===== src/hdl/aiffhp_pkg.sv =====
// Shared types, codes and helpers for the AIFF header parser.
// No dependencies.
package aiffhp_pkg;

    localparam int AHP_MIN_BUFFER_BYTES = 4096;

    localparam logic [31:0] TAG_FORM  = 32'h4D524F46;
    localparam logic [31:0] TAG_AIFF  = 32'h46464941;
    localparam logic [31:0] TAG_COMM  = 32'h4D4D4F43;
    localparam logic [31:0] TAG_SSND  = 32'h444E5353;
    localparam logic [31:0] COMM_BODY = 32'h12;
    localparam logic [15:0] RATE_BIAS = 16'h400E;

    localparam logic [2:0] ST_OK        = 3'd0;
    localparam logic [2:0] ST_SHORT_BUF = 3'd1;
    localparam logic [2:0] ST_BAD_SIG   = 3'd2;
    localparam logic [2:0] ST_COMM_SHORT = 3'd3;
    localparam logic [2:0] ST_MISSING   = 3'd4;
    localparam logic [2:0] ST_BAD_LEN   = 3'd5;
    localparam logic [2:0] ST_BAD_RATE  = 3'd6;

    typedef struct packed {
        logic [7:0]  data_byte;
        logic        first_byte;
        logic        last_byte;
        logic [30:0] buffer_size;
    } t_in_beat;

    typedef struct packed {
        logic [2:0]  status;
        logic [15:0] chan;
        logic [15:0] bits;
        logic [31:0] frames;
        logic [15:0] exponent;
        logic [15:0] mantissa;
        logic [31:0] data_start;
    } t_raw;

    typedef struct packed {
        logic [2:0]  status;
        logic [30:0] sample_rate;
        logic [15:0] channels;
        logic [15:0] bits_per_sample;
        logic [31:0] total_samples;
        logic [14:0] header_length;
        logic [15:0] frame_bytes;
        logic        eight_bit;
    } t_res;

    function automatic logic [31:0] sat_add(input logic [31:0] a, input logic [31:0] b);
        logic [32:0] s;
        s = {1'b0, a} + {1'b0, b};
        return s[32] ? 32'hFFFFFFFF : s[31:0];
    endfunction

    function automatic logic [31:0] padded(input logic [31:0] len);
        logic [32:0] p;
        p = {1'b0, len} + 33'd1;
        p[0] = 1'b0;
        return p[32] ? 32'hFFFFFFFF : p[31:0];
    endfunction

endpackage


===== src/hdl/aiffhp_inq.sv =====
// Two-entry input queue that takes byte beats from the stream.
// Depends on aiffhp_pkg.
module aiffhp_inq
    import aiffhp_pkg::*;
(
    input  logic     i_clk,
    input  logic     i_rst_n,
    input  logic     i_push,
    input  t_in_beat i_beat,
    output logic     o_full,
    output logic     o_valid,
    output t_in_beat o_beat,
    input  logic     i_take
);
    t_in_beat   r_q [2];
    logic       r_rd;
    logic       r_wr;
    logic [1:0] r_count;
    logic       w_push;
    logic       w_take;

    assign o_full  = (r_count == 2'd2);
    assign o_valid = (r_count != 2'd0);
    assign o_beat  = r_q[r_rd];
    assign w_push  = i_push && !o_full;
    assign w_take  = i_take && o_valid;

    always_ff @(posedge i_clk) begin
        if (!i_rst_n) begin
            r_rd    <= 1'b0;
            r_wr    <= 1'b0;
            r_count <= 2'd0;
        end else begin
            if (w_push) begin
                r_q[r_wr] <= i_beat;
                r_wr      <= ~r_wr;
            end
            if (w_take) begin
                r_rd <= ~r_rd;
            end
            r_count <= r_count + {1'b0, w_push} - {1'b0, w_take};
        end
    end

    a_inq_count: assert property (@(posedge i_clk) disable iff (!i_rst_n)
        r_count <= 2'd2) else $error("input queue overfilled");
    a_inq_ptrs: assert property (@(posedge i_clk) disable iff (!i_rst_n)
        (r_count == 2'd0 || r_count == 2'd2) |-> (r_rd == r_wr)) else $error("pointer skew");
    a_inq_take: assert property (@(posedge i_clk) disable iff (!i_rst_n)
        (w_take && !w_push) |=> (r_count == $past(r_count) - 2'd1)) else $error("take lost");
endmodule


===== src/hdl/aiffhp_parse.sv =====
// Byte-serial chunk walker: signature, chunk headers, COMM, SSND and skips.
// Depends on aiffhp_pkg.
module aiffhp_parse
    import aiffhp_pkg::*;
#(
    parameter int MIN_BUFFER_BYTES = AHP_MIN_BUFFER_BYTES
) (
    input  logic     i_clk,
    input  logic     i_rst_n,
    input  logic     i_valid,
    input  t_in_beat i_beat,
    output logic     o_take,
    input  logic     i_res_full,
    output logic     o_emit,
    output t_raw     o_raw
);
    localparam logic [2:0] PH_IDLE = 3'd0;
    localparam logic [2:0] PH_SIG  = 3'd1;
    localparam logic [2:0] PH_HDR  = 3'd2;
    localparam logic [2:0] PH_COMM = 3'd3;
    localparam logic [2:0] PH_SSND = 3'd4;
    localparam logic [2:0] PH_SKIP = 3'd5;
    localparam logic [2:0] PH_DONE = 3'd6;

    logic [2:0]  r_phase, n_phase;
    logic [4:0]  r_cnt, n_cnt;
    logic [31:0] r_pos, n_pos, r_fe, n_fe, r_fs, n_fs, r_tag, n_tag;
    logic [31:0] r_len, n_len, r_skip, n_skip, r_ds, n_ds, r_frames, n_frames;
    logic        r_comm, n_comm, r_ssnd, n_ssnd;
    logic [15:0] r_chan, n_chan, r_bits, n_bits, r_exp, n_exp, r_mant, n_mant;

    logic        emit;
    logic [2:0]  est;
    logic        go_next;
    logic        go_skip;
    logic [31:0] skip_amt;
    logic [4:0]  sub;
    logic [7:0]  b;

    assign o_take = i_valid && !i_res_full;
    assign b      = i_beat.data_byte;

    always_comb begin
        n_phase = r_phase; n_cnt = r_cnt; n_pos = r_pos; n_fe = r_fe; n_fs = r_fs;
        n_tag = r_tag; n_len = r_len; n_skip = r_skip; n_ds = r_ds; n_frames = r_frames;
        n_comm = r_comm; n_ssnd = r_ssnd; n_chan = r_chan; n_bits = r_bits;
        n_exp = r_exp; n_mant = r_mant;
        emit = 1'b0; est = ST_OK; go_next = 1'b0; go_skip = 1'b0; skip_amt = '0;
        sub = r_cnt;
        if (o_take) begin
            if (i_beat.first_byte) begin
                n_pos = '0; n_fe = '0; n_fs = '0; n_tag = '0; n_len = '0; n_skip = '0;
                n_ds = '0; n_frames = '0; n_cnt = '0; n_comm = 1'b0; n_ssnd = 1'b0;
                n_chan = '0; n_bits = '0; n_exp = '0; n_mant = '0;
                if (i_beat.buffer_size < 31'(MIN_BUFFER_BYTES)) begin
                    emit = 1'b1; est = ST_SHORT_BUF; n_phase = PH_DONE;
                end else begin
                    n_phase = PH_SIG;
                end
            end
            if (!emit && n_phase != PH_IDLE && n_phase != PH_DONE) begin
                n_pos = sat_add(n_pos, 32'd1);
                sub   = n_cnt;
                if (n_cnt != 5'h1F) n_cnt = n_cnt + 5'd1;
                case (n_phase)
                    PH_SIG: begin
                        if (sub < 5'd4) n_tag = {b, n_tag[31:8]};
                        else if (sub < 5'd8) n_len = {n_len[23:0], b};
                        else n_fs = {b, n_fs[31:8]};
                        if (sub == 5'd11) begin
                            if (n_tag != TAG_FORM || n_fs != TAG_AIFF) begin
                                emit = 1'b1; est = ST_BAD_SIG;
                            end else begin
                                n_fe = sat_add(32'd8, n_len);
                                go_next = 1'b1;
                            end
                        end
                    end
                    PH_HDR: begin
                        if (sub < 5'd4) n_tag = {b, n_tag[31:8]};
                        else n_len = {n_len[23:0], b};
                        if (sub == 5'd7) begin
                            if (n_tag == TAG_COMM && !n_comm) begin
                                if (n_len < COMM_BODY) begin
                                    emit = 1'b1; est = ST_COMM_SHORT;
                                end else begin
                                    n_phase = PH_COMM; n_cnt = '0;
                                end
                            end else if (n_tag == TAG_SSND && !n_ssnd) begin
                                n_phase = PH_SSND; n_cnt = '0; n_fs = '0;
                            end else begin
                                go_skip = 1'b1; skip_amt = padded(n_len);
                            end
                        end
                    end
                    PH_COMM: begin
                        if (sub < 5'd2) n_chan = {n_chan[7:0], b};
                        else if (sub < 5'd6) n_frames = {n_frames[23:0], b};
                        else if (sub < 5'd8) n_bits = {n_bits[7:0], b};
                        else if (sub < 5'd10) n_exp = {n_exp[7:0], b};
                        else if (sub < 5'd12) n_mant = {n_mant[7:0], b};
                        if (sub == 5'(COMM_BODY - 32'd1)) begin
                            n_comm = 1'b1;
                            if (n_ssnd) begin
                                emit = 1'b1; est = ST_OK;
                            end else begin
                                go_skip = 1'b1; skip_amt = padded(n_len) - COMM_BODY;
                            end
                        end
                    end
                    PH_SSND: begin
                        n_fs = {n_fs[23:0], b};
                        if (sub == 5'd3) begin
                            n_ssnd = 1'b1;
                            n_ds   = sat_add(n_pos, n_fs);
                            if (n_comm) begin
                                emit = 1'b1; est = ST_OK;
                            end else begin
                                go_skip  = 1'b1;
                                skip_amt = (padded(n_len) >= 32'd4) ?
                                           padded(n_len) - 32'd4 : 32'd0;
                            end
                        end
                    end
                    PH_SKIP: begin
                        n_skip = r_skip - 32'd1;
                        if (n_skip == 32'd0) go_next = 1'b1;
                    end
                    default: begin
                    end
                endcase
                if (go_skip) begin
                    if (skip_amt == 32'd0) go_next = 1'b1;
                    else begin
                        n_skip = skip_amt; n_phase = PH_SKIP;
                    end
                end
                if (go_next) begin
                    if (n_pos >= n_fe) begin
                        emit = 1'b1; est = ST_MISSING;
                    end else begin
                        n_phase = PH_HDR; n_cnt = '0;
                    end
                end
                if (emit) n_phase = PH_DONE;
                if (!emit && i_beat.last_byte) begin
                    emit = 1'b1;
                    est  = (n_phase == PH_SIG) ? ST_BAD_SIG : ST_MISSING;
                    n_phase = PH_DONE;
                end
            end
        end
    end

    assign o_emit = emit;
    always_comb begin
        o_raw.status     = est;
        o_raw.chan       = n_chan;
        o_raw.bits       = n_bits;
        o_raw.frames     = n_frames;
        o_raw.exponent   = n_exp;
        o_raw.mantissa   = n_mant;
        o_raw.data_start = n_ds;
    end

    always_ff @(posedge i_clk) begin
        if (!i_rst_n) begin
            r_phase <= PH_IDLE; r_cnt <= '0; r_pos <= '0; r_fe <= '0; r_fs <= '0;
            r_tag <= '0; r_len <= '0; r_skip <= '0; r_ds <= '0; r_frames <= '0;
            r_comm <= 1'b0; r_ssnd <= 1'b0; r_chan <= '0; r_bits <= '0;
            r_exp <= '0; r_mant <= '0;
        end else begin
            r_phase <= n_phase; r_cnt <= n_cnt; r_pos <= n_pos; r_fe <= n_fe; r_fs <= n_fs;
            r_tag <= n_tag; r_len <= n_len; r_skip <= n_skip; r_ds <= n_ds;
            r_frames <= n_frames; r_comm <= n_comm; r_ssnd <= n_ssnd; r_chan <= n_chan;
            r_bits <= n_bits; r_exp <= n_exp; r_mant <= n_mant;
        end
    end

    a_emit_done: assert property (@(posedge i_clk) disable iff (!i_rst_n)
        o_emit |=> (r_phase == PH_DONE)) else $error("result without done");
    a_emit_take: assert property (@(posedge i_clk) disable iff (!i_rst_n)
        o_emit |-> o_take) else $error("result without beat");
    a_skip_nz: assert property (@(posedge i_clk) disable iff (!i_rst_n)
        (r_phase == PH_SKIP) |-> (r_skip != 32'd0)) else $error("empty skip");
endmodule


===== src/hdl/aiffhp_finish.sv =====
// Result stage: data offset and rate checks, frame size, two-entry result queue.
// Depends on aiffhp_pkg.
module aiffhp_finish
    import aiffhp_pkg::*;
(
    input  logic i_clk,
    input  logic i_rst_n,
    input  logic i_push,
    input  t_raw i_raw,
    output logic o_full,
    output logic o_empty,
    input  logic i_pop,
    output t_res o_res
);
    t_res        r_q [2];
    logic        r_rd;
    logic        r_wr;
    logic [1:0]  r_count;
    t_res        res;
    logic [2:0]  st;
    logic [30:0] rate;
    logic [15:0] shr;
    logic [15:0] shl;
    logic [46:0] wide;
    logic [31:0] prod;
    logic        w_pop;

    always_comb begin
        st   = i_raw.status;
        rate = '0;
        shr  = RATE_BIAS - i_raw.exponent;
        shl  = i_raw.exponent - RATE_BIAS;
        wide = 47'(i_raw.mantissa) << shl[4:0];
        prod = 32'(i_raw.chan) * 32'(i_raw.bits);
        if (st == ST_OK) begin
            if (i_raw.data_start == 32'd0 || i_raw.data_start > 32'd32767) begin
                st = ST_BAD_LEN;
            end else if (i_raw.exponent <= RATE_BIAS) begin
                rate = (shr >= 16'd16) ? 31'd0 : 31'(i_raw.mantissa >> shr[3:0]);
            end else if (i_raw.mantissa != 16'd0) begin
                if (shl >= 16'd31 || wide > 47'h7FFFFFFF) st = ST_BAD_RATE;
                else rate = wide[30:0];
            end
        end
        res = '0;
        res.status = st;
        if (st == ST_OK) begin
            res.sample_rate     = rate;
            res.channels        = i_raw.chan;
            res.bits_per_sample = i_raw.bits;
            res.total_samples   = i_raw.frames;
            res.header_length   = i_raw.data_start[14:0];
            res.frame_bytes     = prod[18:3];
            res.eight_bit       = (i_raw.bits == 16'd8);
        end
    end

    assign o_full  = (r_count == 2'd2);
    assign o_empty = (r_count == 2'd0);
    assign o_res   = r_q[r_rd];
    assign w_pop   = i_pop && !o_empty;

    always_ff @(posedge i_clk) begin
        if (!i_rst_n) begin
            r_rd    <= 1'b0;
            r_wr    <= 1'b0;
            r_count <= 2'd0;
        end else begin
            if (i_push) begin
                r_q[r_wr] <= res;
                r_wr      <= ~r_wr;
            end
            if (w_pop) begin
                r_rd <= ~r_rd;
            end
            r_count <= r_count + {1'b0, i_push} - {1'b0, w_pop};
        end
    end

    a_fin_over: assert property (@(posedge i_clk) disable iff (!i_rst_n)
        !(i_push && o_full)) else $error("push into full result queue");
    a_fin_count: assert property (@(posedge i_clk) disable iff (!i_rst_n)
        r_count <= 2'd2) else $error("result queue overfilled");
    a_fin_fill: assert property (@(posedge i_clk) disable iff (!i_rst_n)
        (i_push && !w_pop) |=> (r_count == $past(r_count) + 2'd1)) else $error("push lost");
endmodule


===== src/hdl/aiff_header_parser.sv =====
// Top level of the AIFF header parser: input queue, chunk walker, result stage.
// Depends on aiffhp_pkg, aiffhp_inq, aiffhp_parse, aiffhp_finish.
//
// Takes one file byte per cycle; each beat is consumed the cycle after it is queued as long as
// the two-entry result queue has room, so the sustained rate is one byte per clock, set by the
// byte-serial chunk walker. A first_byte beat restarts the parse; each buffer yields one result
// (ok or an error status) that is registered into the result queue when its deciding byte is
// taken, and later bytes are dropped until the next first_byte.
module aiff_header_parser
    import aiffhp_pkg::*;
#(
    parameter int MIN_BUFFER_BYTES = AHP_MIN_BUFFER_BYTES
) (
    input  logic        i_clk,
    input  logic        i_rst_n,
    input  logic        push,
    output logic        full,
    input  logic [7:0]  i_data_byte,
    input  logic        i_first_byte,
    input  logic        i_last_byte,
    input  logic [30:0] i_buffer_size,
    output logic        empty,
    input  logic        pop,
    output logic [2:0]  o_status,
    output logic [30:0] o_sample_rate,
    output logic [15:0] o_channels,
    output logic [15:0] o_bits_per_sample,
    output logic [31:0] o_total_samples,
    output logic [14:0] o_header_length,
    output logic [15:0] o_frame_bytes,
    output logic        o_eight_bit
);
    t_in_beat in_beat;
    t_in_beat q_beat;
    logic     q_valid;
    logic     take;
    logic     res_full;
    logic     emit;
    t_raw     raw;
    t_res     res;

    always_comb begin
        in_beat.data_byte   = i_data_byte;
        in_beat.first_byte  = i_first_byte;
        in_beat.last_byte   = i_last_byte;
        in_beat.buffer_size = i_buffer_size;
    end

    aiffhp_inq u_inq (
        .i_clk   (i_clk),
        .i_rst_n (i_rst_n),
        .i_push  (push),
        .i_beat  (in_beat),
        .o_full  (full),
        .o_valid (q_valid),
        .o_beat  (q_beat),
        .i_take  (take)
    );

    aiffhp_parse #(
        .MIN_BUFFER_BYTES (MIN_BUFFER_BYTES)
    ) u_parse (
        .i_clk      (i_clk),
        .i_rst_n    (i_rst_n),
        .i_valid    (q_valid),
        .i_beat     (q_beat),
        .o_take     (take),
        .i_res_full (res_full),
        .o_emit     (emit),
        .o_raw      (raw)
    );

    aiffhp_finish u_finish (
        .i_clk   (i_clk),
        .i_rst_n (i_rst_n),
        .i_push  (emit),
        .i_raw   (raw),
        .o_full  (res_full),
        .o_empty (empty),
        .i_pop   (pop),
        .o_res   (res)
    );

    assign o_status          = res.status;
    assign o_sample_rate     = res.sample_rate;
    assign o_channels        = res.channels;
    assign o_bits_per_sample = res.bits_per_sample;
    assign o_total_samples   = res.total_samples;
    assign o_header_length   = res.header_length;
    assign o_frame_bytes     = res.frame_bytes;
    assign o_eight_bit       = res.eight_bit;
endmodule

===== config.mk =====
export PLATFORM = sky130hd
export DESIGN_NAME = aiff_header_parser
export DESIGN_NICKNAME = d
export VERILOG_FILES = /design/src/hdl/aiffhp_pkg.sv /design/src/hdl/aiffhp_inq.sv /design/src/hdl/aiffhp_parse.sv /design/src/hdl/aiffhp_finish.sv /design/src/hdl/aiff_header_parser.sv
export SDC_FILE = /design/constraint.sdc
export NUM_CORES = 2
export LEC_CHECK = 0
export ABC_AREA = 1
export BUFFER_PORTS_ARGS = -buffer_cell sky130_fd_sc_hd__buf_2
export CORE_MARGIN = 3
export CORE_UTILIZATION = 40
export CTS_CLUSTER_DIAMETER = 30
export DETAILED_ROUTE_END_ITERATION = 8
export SYNTH_ARGS = -nofsm -noshare
export SYNTH_HDL_FRONTEND = slang
export SYNTH_SLANG_ARGS = --single-unit

===== constraint.sdc =====
create_clock -name i_clk -period 46.6 [get_ports i_clk]
set_input_delay 2.33 -clock i_clk [delete_from_list [all_inputs] [get_ports i_clk]]
set_output_delay 2.33 -clock i_clk [all_outputs]
set_load 0.01 [all_outputs]

After elaboration in Yosys (flattened, before gate mapping)
Memory sizes are Yosys's and may differ from the RTL's. A register that Yosys moved wholly into a read port is not among the register bits.
Cells that the tools add are included.
Widths: inputs -> output; s select.
{"block": "classes", "bitwise": 4, "order_cmp": 15, "n_reduce_logical": 28, "shifts": 2, "n_mux": 222, "multipliers": 1, "eq_ne": 19, "add_sub_neg": 15}
{"operator": "$mux 32", "count": 73}
{"operator": "$mux 16", "count": 29}
{"operator": "$pmux 32 s3", "count": 2}
{"operator": "$mux 31", "count": 6}
{"operator": "$pmux 32 s2", "count": 2}
{"operator": "$mux 127", "count": 1}
{"operator": "$mux 3", "count": 38}
{"operator": "$add 32x1->33 const B", "count": 3}
{"operator": "$logic_not 32->1", "count": 3}
{"operator": "$eq 32x31->1 const B", "count": 2}
{"operator": "$ne 32x31->1 const B", "count": 2}
{"operator": "$mux 1", "count": 56}
{"operator": "$mux 5", "count": 11}
{"operator": "$gt 47x31->1 const B", "count": 1}
{"operator": "$shl 16x5->47", "count": 1}
{"operator": "$add 32x32->33", "count": 1}
{"operator": "$add 4x32->33 const A", "count": 1}
{"operator": "$ge 16x5->1 const B", "count": 2}
{"operator": "$ge 32x3->1 const B", "count": 1}
{"operator": "$ge 32x32->1", "count": 1}
{"operator": "$gt 32x15->1 const B", "count": 1}
{"operator": "$lt 32x5->1 const B", "count": 1}
{"operator": "$sub 32x1->32 const B", "count": 1}
{"operator": "$sub 32x3->32 const B", "count": 1}
{"operator": "37 further kinds", "count": 66}
{"block": "word_totals", "input_bits": 45, "n_memories": 2, "ff_bits": 338, "ram_bits": 342}
{"name": "u_finish.r_q", "words": 2, "word_bits": 130, "rd": 1, "rd_ports_with_merged_regs": 1, "write_ports": 1, "line_no": "aiffhp_finish.sv:15", "text": "t_res r_q [2];"}
{"name": "u_inq.r_q", "words": 2, "word_bits": 41, "rd": 1, "rd_ports_with_merged_regs": 1, "write_ports": 1, "line_no": "aiffhp_inq.sv:15", "text": "t_in_beat r_q [2];"}

Longest topological paths before layout
{"block": "logic_depth", "ltp_word": 40, "ltp_mapped": 55}

Cells and area by module
From an unflattened synthesis, not the netlist that was laid out.
{"block": "unflattened", "hier_cells": 7294, "area_unflattened_um2": 52650.5}
{"module": "aiffhp_parse", "seq_area_each_um2": 6606.3, "cells_per_inst": 5111, "area_per_inst_um2": 29507.0, "n_inst": 1}
{"module": "aiffhp_finish", "seq_area_each_um2": 7907.6, "cells_per_inst": 2017, "area_per_inst_um2": 19726.4, "n_inst": 1}
{"module": "aiffhp_inq", "seq_area_each_um2": 2562.5, "cells_per_inst": 166, "area_per_inst_um2": 3417.0, "n_inst": 1}

Worst setup path after synthesis
Ideal clock, no wire load.
{"block": "synth_timing", "kind": "reg2reg", "from": "reg with a tool-made name", "to": "mem u_finish.r_q[1][0] (netlist bit), enable pin", "arrival_time_ns": 14.676, "synth_period_minus_slack_ns": 15.455, "n_path_buf": 11, "required_time_ns": 45.822, "path_slack_ns": 31.145, "stages_incl_launch_ff": 40, "path_cell_list": "dfxtp_1 -> nand2_2 -> nand2_4 -> buf_2 -> buf_2 -> buf_2 -> clkbuf_1 -> clkbuf_1 -> buf_1 -> clkbuf_1 -> clkbuf_1 -> clkbuf_1 -> nor2_1 -> ha_1 -> inv_1 -> nor3_1 -> nand3_1 -> nor2_1 -> [4 not listed] -> clkbuf_1 -> clkbuf_1 -> nor2_1 -> inv_1 -> ha_1 -> a21o_1 -> a31oi_1 -> o221ai_1 -> a21oi_1 -> o211ai_1 -> nand4_1 -> o211ai_1 -> nand4_1 -> nand2_1 -> nand4_1 -> nand3_1 -> nand2_1 -> nor3_1"}
{"item": "end, declared", "line_no": "aiffhp_finish.sv:15"}

==> metrics.yaml <==
synthesis:
  synthCells: 6839
  syn_avg_cell_area_sq_um: 7.167
  netlist_area_sq_mm: 0.04902
  ys_warn_count: 0
  synthFlopType: "dfxtp_1"
  synthArstFlopShare: 0
  ys_types: 74
  synth_area_leaders: "edfxtp_1 19%, dfxtp_1 14%, nand2_1 11%"
  synth_top_cells_by_count: "1,410 x nand2_1, 907 x nor2_1, 829 x inv_1"
  synth_top_area_share: 0.1948
  seq_area_frac_synth: 0.3337
  synth_most_common_cell: "nand2_1"
  yosysTopAreaCell: "edfxtp_1"
  synth_seq_cells: 658
  synth-edff-count: 318
  synth_fp_nets: 7140
detailed_routing:
  wl_per_cell_um: 19.03
  via_count: 46960
  postRouteAntennaNets: 0
  totalWireLength_um: 165100
  drtIter0Drc: 4272
  drc: 0
  first_pass_iters: 6
  viasPerCell: 5.412
sta:
  report.final.slew_viol_count: 0
  period_minus_slack_ns: 12.42
  fin_setup_tns_ns: 0
  setup_viol: 0
  rsz0062_at_grt: "no"
  skew_ns: 0.04376
  relSlewSlack: 0.1419
  finalHoldViolCount: 0
  fmax_mhz: 80.52
  holdWs_ns: 0.4564
  tightest_slew_ns: 1.279
  fin_crit_sh: 0.2665
job:
  max_cap_viol_count: 0
floorplan:
  start_util: 0.4059
  core_area_sq_mm: 0.1208
  rows: 127
  ios: 177
  fp.dieW_um: 356.1
  die-area_sq_mm: 0.1268
  die_h_um: 356.1
critical_path:
  r2r.worst_path.cells: 46
  crit_required_ns: 47.06
  ff2ff_setup_slack_ns: 34.18
  slowest_stage: "buf_4"
  r2r-end: "u_finish.r_q[0][16]"
  end_kind: "register"
  startpoint_type: "register"
  critPathMaxFanout: 65
  crit_type: "register to register"
  critPathMaxStageDelay_ns: 0.81
  worstPathArrival_ns: 12.87
layout:
  final_cells: 8677
  diodes: 0
  area_delta_synth_final_pct: 16.04
  layout-drive-gt1-share: 0.1207
  fin_nets: 7225
  final_util: 0.4710
global_route:
  grt_pass1_vias: 44200
  grt.total_usage: 0.2558
  grt_max_degree: 220
  grt_pass1_wl_um: 255900
  antenna_found_initial: 0
  grt_overflow: 0
cts:
  clock-sinks: 658
  cts_buffer_depth: 3
  h-tree-depth: 4
  cts_inserted_buffers: 166
  post-cts-setup-buffer-count: 0
  path_clk_slew_ns: 0.05
  cts_tree: "done"
  clock_latency_ns: 0.78
  hold_buffers: 0
  clockRootBuffer: "clkbuf_16"
  cts_resized: 0
worst_hold_path:
  whs_path_depth: 1
  min_from: "u_inq.r_rd"
  holdCritPathClass: "register to register"
pwr:
  ir_drop_uv: 116.6
  leakage_nw: 23.49
  powerDensity_mw_per_mm2: 90.32
placement:
  port-buffer-count: 164
  place.gp.congestion: 0.9729
  placed_cells: 8368
  post-dp-hpwl_um: 119000
outcome:
  status: "complete, no violations"
==> how the worst max path moves through the flow <==
stage	startpoint	endpoint	slack [ns]	depth (start not counted)
after floorplan	register	u_finish.r_q[1][0]	31.15	39
after global placement	register	u_finish.r_q[0][29]	34.21	39
after detailed placement	register	u_finish.r_q[0][16]	34.24	39
after CTS	register	u_finish.r_q[0][16]	34.19	46
after global routing	register	u_finish.r_q[0][16]	33.01	46
final	register	u_finish.r_q[0][16]	34.18	46
==> registers in the layout, indices dropped and copies added (netlist names), 32 cells and up, named ones only <==
name	cells
u_parse.r_ds	32
u_inq.r_q	58
u_finish.r_q	260
u_parse.r_pos	32
u_parse.r_tag	32
u_parse.r_fe	32
u_parse.r_len	32
u_parse.r_frames	32
u_parse.r_skip	32
u_parse.r_fs	32
==> worst max-delay path, delay by kind of cell (launching register included) <==
family                   cells  cell delay (ns)
AO/OA/AOI/OAI               11             2.73
buffers and inverters        6             2.35
AND/OR/NAND/NOR             28             5.79
flip-flops                   1             0.73
adder cells (fa/ha/maj)      1             0.27
==> per-layer routing <==
layer,vias to the layer above,share of wire,track usage
met5,-,0,0
met4,0,0.034,0.09586
met3,334,0.076,0.04658
met2,1688,0.45,0.4032
met1,22010,0.44,0.3487
li1,22930,-,-
==> through the flow <==
step	instance area, sq um	power (mW)	worst slack, ns
floorplan	49020	3.126	31.15
global placement	51080	3.926	34.21
detailed placement	51080	3.959	34.24
CTS	56880	5.160	34.19
global route	56880	5.618	33.01
finish	56880	5.137	34.18
==> layout by cell type, fill, tap and decap left out, types with 19 or more instances in the layout <==
cell,instances
nand2_1,1409
nor2_1,904
inv_1,829
o21ai_0,522
a21oi_1,376
nand3_1,363
dfxtp_1,339
edfxtp_1,318
clkbuf_16,168
buf_2,164
xor2_1,144
ha_1,136
mux2_2,130
fa_1,120
nand4_1,112
o21ai_1,76
buf_4,76
nor3_1,75
nor2_2,66
a221oi_1,61
o211ai_1,54
a31oi_1,50
o22ai_1,44
or2_2,40
nor4_1,40
clkinv_1,33
xnor2_1,33
clkinv_2,27
inv_2,25
inv_6,20
bufinv_16,20
a22oi_1,19
==> layout make-up <==
type | instances | area (sq um)
Fill cell | 12110 | 63890
Timing Repair Buffer | 243 | 1451
Clock buffer | 195 | 4405
Sequential cell | 658 | 16360
Multi-Input combinational cell | 4982 | 27960
Inverter | 873 | 3297
Clock inverter | 114 | 1391
Tap cell | 1612 | 2017
==> where the power goes <==
part | leakage (nW) | total (mW) | switching [mW] | internal [mW]
clock network | 2.79 | 1.17 | 0.380 | 0.790
registers | 5.73 | 0.816 | 0.0661 | 0.750
logic | 15.0 | 3.15 | 2.13 | 1.02
==> cells by family after synthesis <==
kind of cell    share of synthesized area
mux                               0.03109
buf+inv                           0.09751
fa+ha+maj                         0.08373
simple gates                       0.2712
flops                              0.3337
compound gates                     0.1510
xor+xnor                          0.03181
Power figures use the tool's default switching activity.
